==> src/rtl/lphash_mod.sv <==
// iterative remainder unit, one quotient bit per cycle
// depends on nothing beyond its parameters
module lphash_mod #(
  parameter int NW = 11
) (
  input  logic          clk,
  input  logic          rst,
  input  logic          start,
  input  logic [31:0]   dividend,
  input  logic [NW-1:0] divisor,
  output logic          done,
  output logic [NW-1:0] rem
);
  logic          busy;
  logic [4:0]    cnt;
  logic [31:0]   dvd;
  logic [NW-1:0] r;
  logic [NW:0]   t;
  logic [NW:0]   t_sub;

  always_comb begin
    t = {r, dvd[31]};
    t_sub = (t >= {1'b0, divisor}) ? t - {1'b0, divisor} : t;
  end

  always_ff @(posedge clk) begin
    if (rst) begin
      busy <= 1'b0;
      done <= 1'b0;
    end else begin
      done <= 1'b0;
      if (start) begin
        busy <= 1'b1;
        cnt  <= '0;
        dvd  <= dividend;
        r    <= '0;
      end else if (busy) begin
        r   <= t_sub[NW-1:0];
        dvd <= {dvd[30:0], 1'b0};
        cnt <= cnt + 5'd1;
        if (cnt == 5'd31) begin
          busy <= 1'b0;
          done <= 1'b1;
        end
      end
    end
  end

  assign rem = r;
endmodule

==> config.mk <==
export PLATFORM = sky130hd
export DESIGN_NAME = lphash_mod
export DESIGN_NICKNAME = d
export VERILOG_FILES = /design/src/rtl/lphash_mod.sv
export SDC_FILE = /design/constraint.sdc
export NUM_CORES = 1
export LEC_CHECK = 0
export BUFFER_PORTS_ARGS = -buffer_cell sky130_fd_sc_hd__buf_2
export CORE_ASPECT_RATIO = 1.25
export CORE_UTILIZATION = 30
export CTS_CLUSTER_DIAMETER = 200
export DETAILED_ROUTE_END_ITERATION = 12
export PLACE_DENSITY = 0.57
export SKIP_CTS_REPAIR_TIMING = 1
export SLEW_MARGIN = 40
export SYNTH_ARGS = -nofsm -noshare
export SYNTH_HDL_FRONTEND = slang
export SYNTH_SLANG_ARGS = --single-unit
==> constraint.sdc <==
create_clock -name clk -period 5.5 [get_ports clk]
set_input_delay 0.275 -clock clk [delete_from_list [all_inputs] [get_ports clk]]
set_output_delay 0.275 -clock clk [all_outputs]
set_load 0.005 [all_outputs]
* Yosys cells after proc, flatten, opt, wreduce, memory -nomap -nowiden *
Index checks and enable logic that the tools add are counted.

storage, ports and cells
  word-level logic and storage cells = 23
  output and inout port bits = 12
  input bits = 46
  flip-flop bits (word level) = 50

operators by class
  bitwise logic cells = 2
  reduce and logical (&&, ||, !) cells = 3
  add/subtract/negate cells = 2
  magnitude comparators = 1
  equal/unequal tests = 1
  mux-type cells = 9

operators with widths
  operator             count
  $mux 32              2
  $mux 11              2
  $ge 12x11->1         1
  $sub 11x11->11       1
  $add 5x1->5 const B  1
  $eq 5x5->1 const B   1
  $mux 5               1
  $mux 1               4
  $reduce_or 3->1      1
  $not 1->1            2
  $reduce_and 2->1     1
  $reduce_bool 2->1    1

* Depth between registers and ports, before layout *
  word-level depth = 4
  gate-level depth with buffers = 10
  mapped depth without buffers = 9

* Worst setup path before layout *
Ideal clock, no wire load.

  path type = input port to flip-flop
  from = in start
  to = reg cnt[0] (enable)
  path slack = 2141 ps
  required time = 5046 ps
  stages on the path = 4
  arrival = 2906 ps
  library setup time = 454 ps
  path buffers = 2
  path through = clkbuf_1 > clkbuf_1 > nor2_1 > nor2_1

between the ends
  cells in the longest elaborated chain, start to end = 2

ends and longest elaborated chain
  what                                RTL line  source
  from (decl)                         8         input logic start,
  $reduce_bool 2->1 (no source line)  n/a
  $reduce_and 2->1 (no source line)   n/a
  to (signal assigned)                40        cnt <= cnt + 5'd1;
  to (decl)                           15        logic [4:0] cnt;

Every way passes these cells.
A chain may end at the register's enable or synchronous reset.

* Worst setup path after layout *
  from = reg dvd[31]
  to = reg r[8], in the netlist rem[8] (data pin)

between the ends
  cells in the longest elaborated chain, start to end = 3
  elaborated cells between the ends (all ways) = 4
  classes of those cells = add/sub: 1; order compare: 1; mux: 2

ends and longest elaborated chain
  what                                            RTL line  source
  from (decl)                                     16        logic [31:0] dvd;
  from (signal assigned)                          35        dvd <= dividend;
  from (signal assigned)                          39        dvd <= {dvd[30:0], 1'b0};
  $sub 11x11->11 or $ge 12x11->1 (tied branches)  23        t_sub = (t >= {1'b0, divisor}) ? t - {1'b0, divisor} : t;
  $mux 11 (*)                                     23
  $mux 11 (*)                                     37        end else if (busy) begin
  to (signal assigned)                            38        r <= t_sub[NW-1:0];
  to (decl)                                       17        logic [NW-1:0] r;

Mark *: on every way between the ends. The rest lies on a longest branch, timed or not. The select of a mux whose other input is x is not followed.

==> reports/metrics.cfg <==
[floorplan]
dieArea_um2 = 9318
die-width_um = 86.54
core_um2 = 8653
row_count = 38
io_pins = 58
start_util = 0.3097
die_h_um = 107.7

[layout]
syn_to_final_growth_pct = 19.00
num_antenna_cells = 0
drive_gt1_frac = 0.3811
post-route-util = 0.3686
fin_nets = 324
final_cells = 385

[sta]
fin_tns_setup_ns = 0
slew_headroom = 0.4522
finalCritPeriodShare = 0.4768
fin_hold_ws_ns = 0.2004
skew_ns = 0.005217
finalHoldViolations = 0
max_freq_ghz = 0.3814
period_minus_slack_ns = 2.622
rsz0062_at_grt = no
slew_violations = 0
tightest_slew_ns = 0.8217
setup_viol_count_final = 0

[worst_setup_path]
arrival_ns = 2.66
rr_worst_depth = 9
path_max_fanout = 17
required_ns = 5.54
timing.rr.start = dvd[31]$_DFFE_PP_
start_kind = flop
r2r_setup_slack_ns = 2.88
crit_type = flop to flop
timing.rr.end = rem[8]$_SDFFCE_PP0P_
cp-end-kind = flop

[synth]
synth.distinct_cells = 41
post-synth-top-area-cell = edfxtp_1
synth_nets = 265
netlist_area_um2 = 2680
yosysWarnings = 0
synth_top_cell_area_share = 0.5378
syn_inst = 205
yosys-top-cells-area = edfxtp_1 (54%), mux2_2 (13%), ha_1 (6.1%)
ys_ff_latch = 50
syn_area_per_cell_um2 = 13.07
synth-seq-area-share = 0.5528

[global_route]
grt_max_degree = 54
antenna_found_initial = 0
grt_overflow = 0
grt_pass1_vias = 1746
grt_first_pass_wirelength_um = 8259
grtUsageTotal = 0.1157

[routing]
firstDrtPassIters = 4
wire_per_inst_um = 12.96
route.detailed.drc = 0
routed_via_density = 4.540
drt_wl_total_um = 4991
postRouteAntennaNets = 0
dr.first_iter.drc_count = 53
via_count = 1748

[min_path]
hold_depth = 2
hold_class = primary input to flop
hold_start = rst
worstHoldEndpoint = busy$_SDFF_PP0_

[status]
outcome = completed

[pwr]
powerDensity_nw_per_um2 = 277.3
leakagePower_uw = 0.001276
peakVddDrop_v = 0.0001161

[clock_network]
clock_latency_ns = 0.30
numCtsBuffers = 5
path_clk_slew_ns = 0.10
cts_tree = built
htree_levels = 2
clock_path_buffers = 2
cts-root-buf = clkbuf_8
cts.sinks = 50

[run]
drv_cap = 0

[placed_design]
gp_congestion = 0.7822
placed_cells = 377
port_buffers = 57
dp.final_hpwl_um = 3485

## synth_stat cells (all sizes together)
cell type and number:
edfxtp 48, mux2 31, nor2 17, ha 13, inv 13, a21oi 7
nor2b 7, nand2 6, o21ai 6, xnor2 6, nor3 5, o21a 5
buf 4, mux2i 4, a211oi 3, clkbuf 3, o31ai 3, and3 2
dfxtp 2, nand2b 2, nand3b 2, a211o 1, a2bb2oi 1, a31oi 1
and2 1, and3b 1, and4 1, fa 1, nand3 1, o2111ai 1
o221a 1, o22ai 1, o31a 1, o41ai 1, or3b 1, or4 1
xor2 1
## final cells by class
type | instances | area, µm²
clock inverters | 2 | 12.51
multi-input cells | 135 | 1124
flip-flops and latches | 50 | 1481
repair buffers | 59 | 300.3
clock buffers | 6 | 72.57
inverters | 13 | 48.80
fillers | 885 | 5464
well taps | 120 | 150.1
## where the power goes
part | internal, µW | leakage, µW | switching, µW
clock network | 90.5 | 0.0000432 | 129
logic | 94.2 | 0.000755 | 102
registers | 456 | 0.000478 | 12.5
## per-stage QoR
| step | setup WS [ns] | total power (µW) | cell area (µm²) |
|---|---|---|---|
| floorplan | 2.141 | 621.8 | 2680 |
| global placement | 2.953 | 672.1 | 3104 |
| detailed placement | 2.879 | 675.8 | 3104 |
| CTS | 2.873 | 899.7 | 3189 |
| global route | 2.587 | 936.1 | 3189 |
| finish | 2.878 | 884.3 | 3189 |
## critical path: stages (launching register included)
cell      delay, ns
edfxtp_1       0.37
inv_1          0.08
ha_1           0.18
fa_1           0.21
nand2b_1       0.13
a21oi_1        0.10
o21a_1         0.23
o31ai_4        0.74
mux2i_1        0.27
nor2_1         0.06
## layer usage
metal | GRT usage | vias to the layer above | routed length (µm)
li1 | - | 882 | -
met1 | 0.1436 | 817 | 2334
met2 | 0.1990 | 43 | 2447
met3 | 0.02454 | 6 | 175
met4 | 0.03690 | 0 | 34
met5 | 0 | - | 0
## cell usage in the layout, fill, tap and decap left out, types with 3 or more instances in the layout
master and n:
a21oi_1 7, o21a_1 5, clkbuf_8 5, nor2b_1 7, inv_1 13, ha_1 13
mux2i_1 4, edfxtp_1 48, buf_2 57, mux2_2 31, nor2_1 15, xnor2_1 6
nor3_1 5, o21ai_0 5, a211oi_1 3, nand2_1 6
## cell families (layout without fill, tap and decap cells)
group	after synthesis	after routing	share of synthesized area
multiplexers	35	35	0.1452
flip-flops	50	50	0.5528
AND/OR/NAND/NOR	47	47	0.09197
buffers and inverters	20	80	0.03081
XOR/XNOR	7	7	0.02288
adder cells (fa/ha/maj)	14	14	0.06816
AO/OA/AOI/OAI	32	32	0.08824
## how the worst max path moves through the flow
stage                                 start                   end  slack [ns]  depth (start not counted)
after floorplan                       start  cnt[0]$_SDFFCE_PP0P_        2.14                          4
after global placement    dvd[31]$_DFFE_PP_  rem[7]$_SDFFCE_PP0P_        2.95                          9
after detailed placement  dvd[31]$_DFFE_PP_  rem[8]$_SDFFCE_PP0P_        2.88                          9
after CTS                 dvd[31]$_DFFE_PP_  rem[8]$_SDFFCE_PP0P_        2.87                          9
after global routing      dvd[31]$_DFFE_PP_  rem[1]$_SDFFCE_PP0P_        2.59                          9
final                     dvd[31]$_DFFE_PP_  rem[8]$_SDFFCE_PP0P_        2.88                          9
## sequential cells by signal, summed over array words and instances (netlist names)
signal  flops
cnt         5
rem        11
busy        1
done        1
dvd        32
Power figures use the tool's default switching activity.
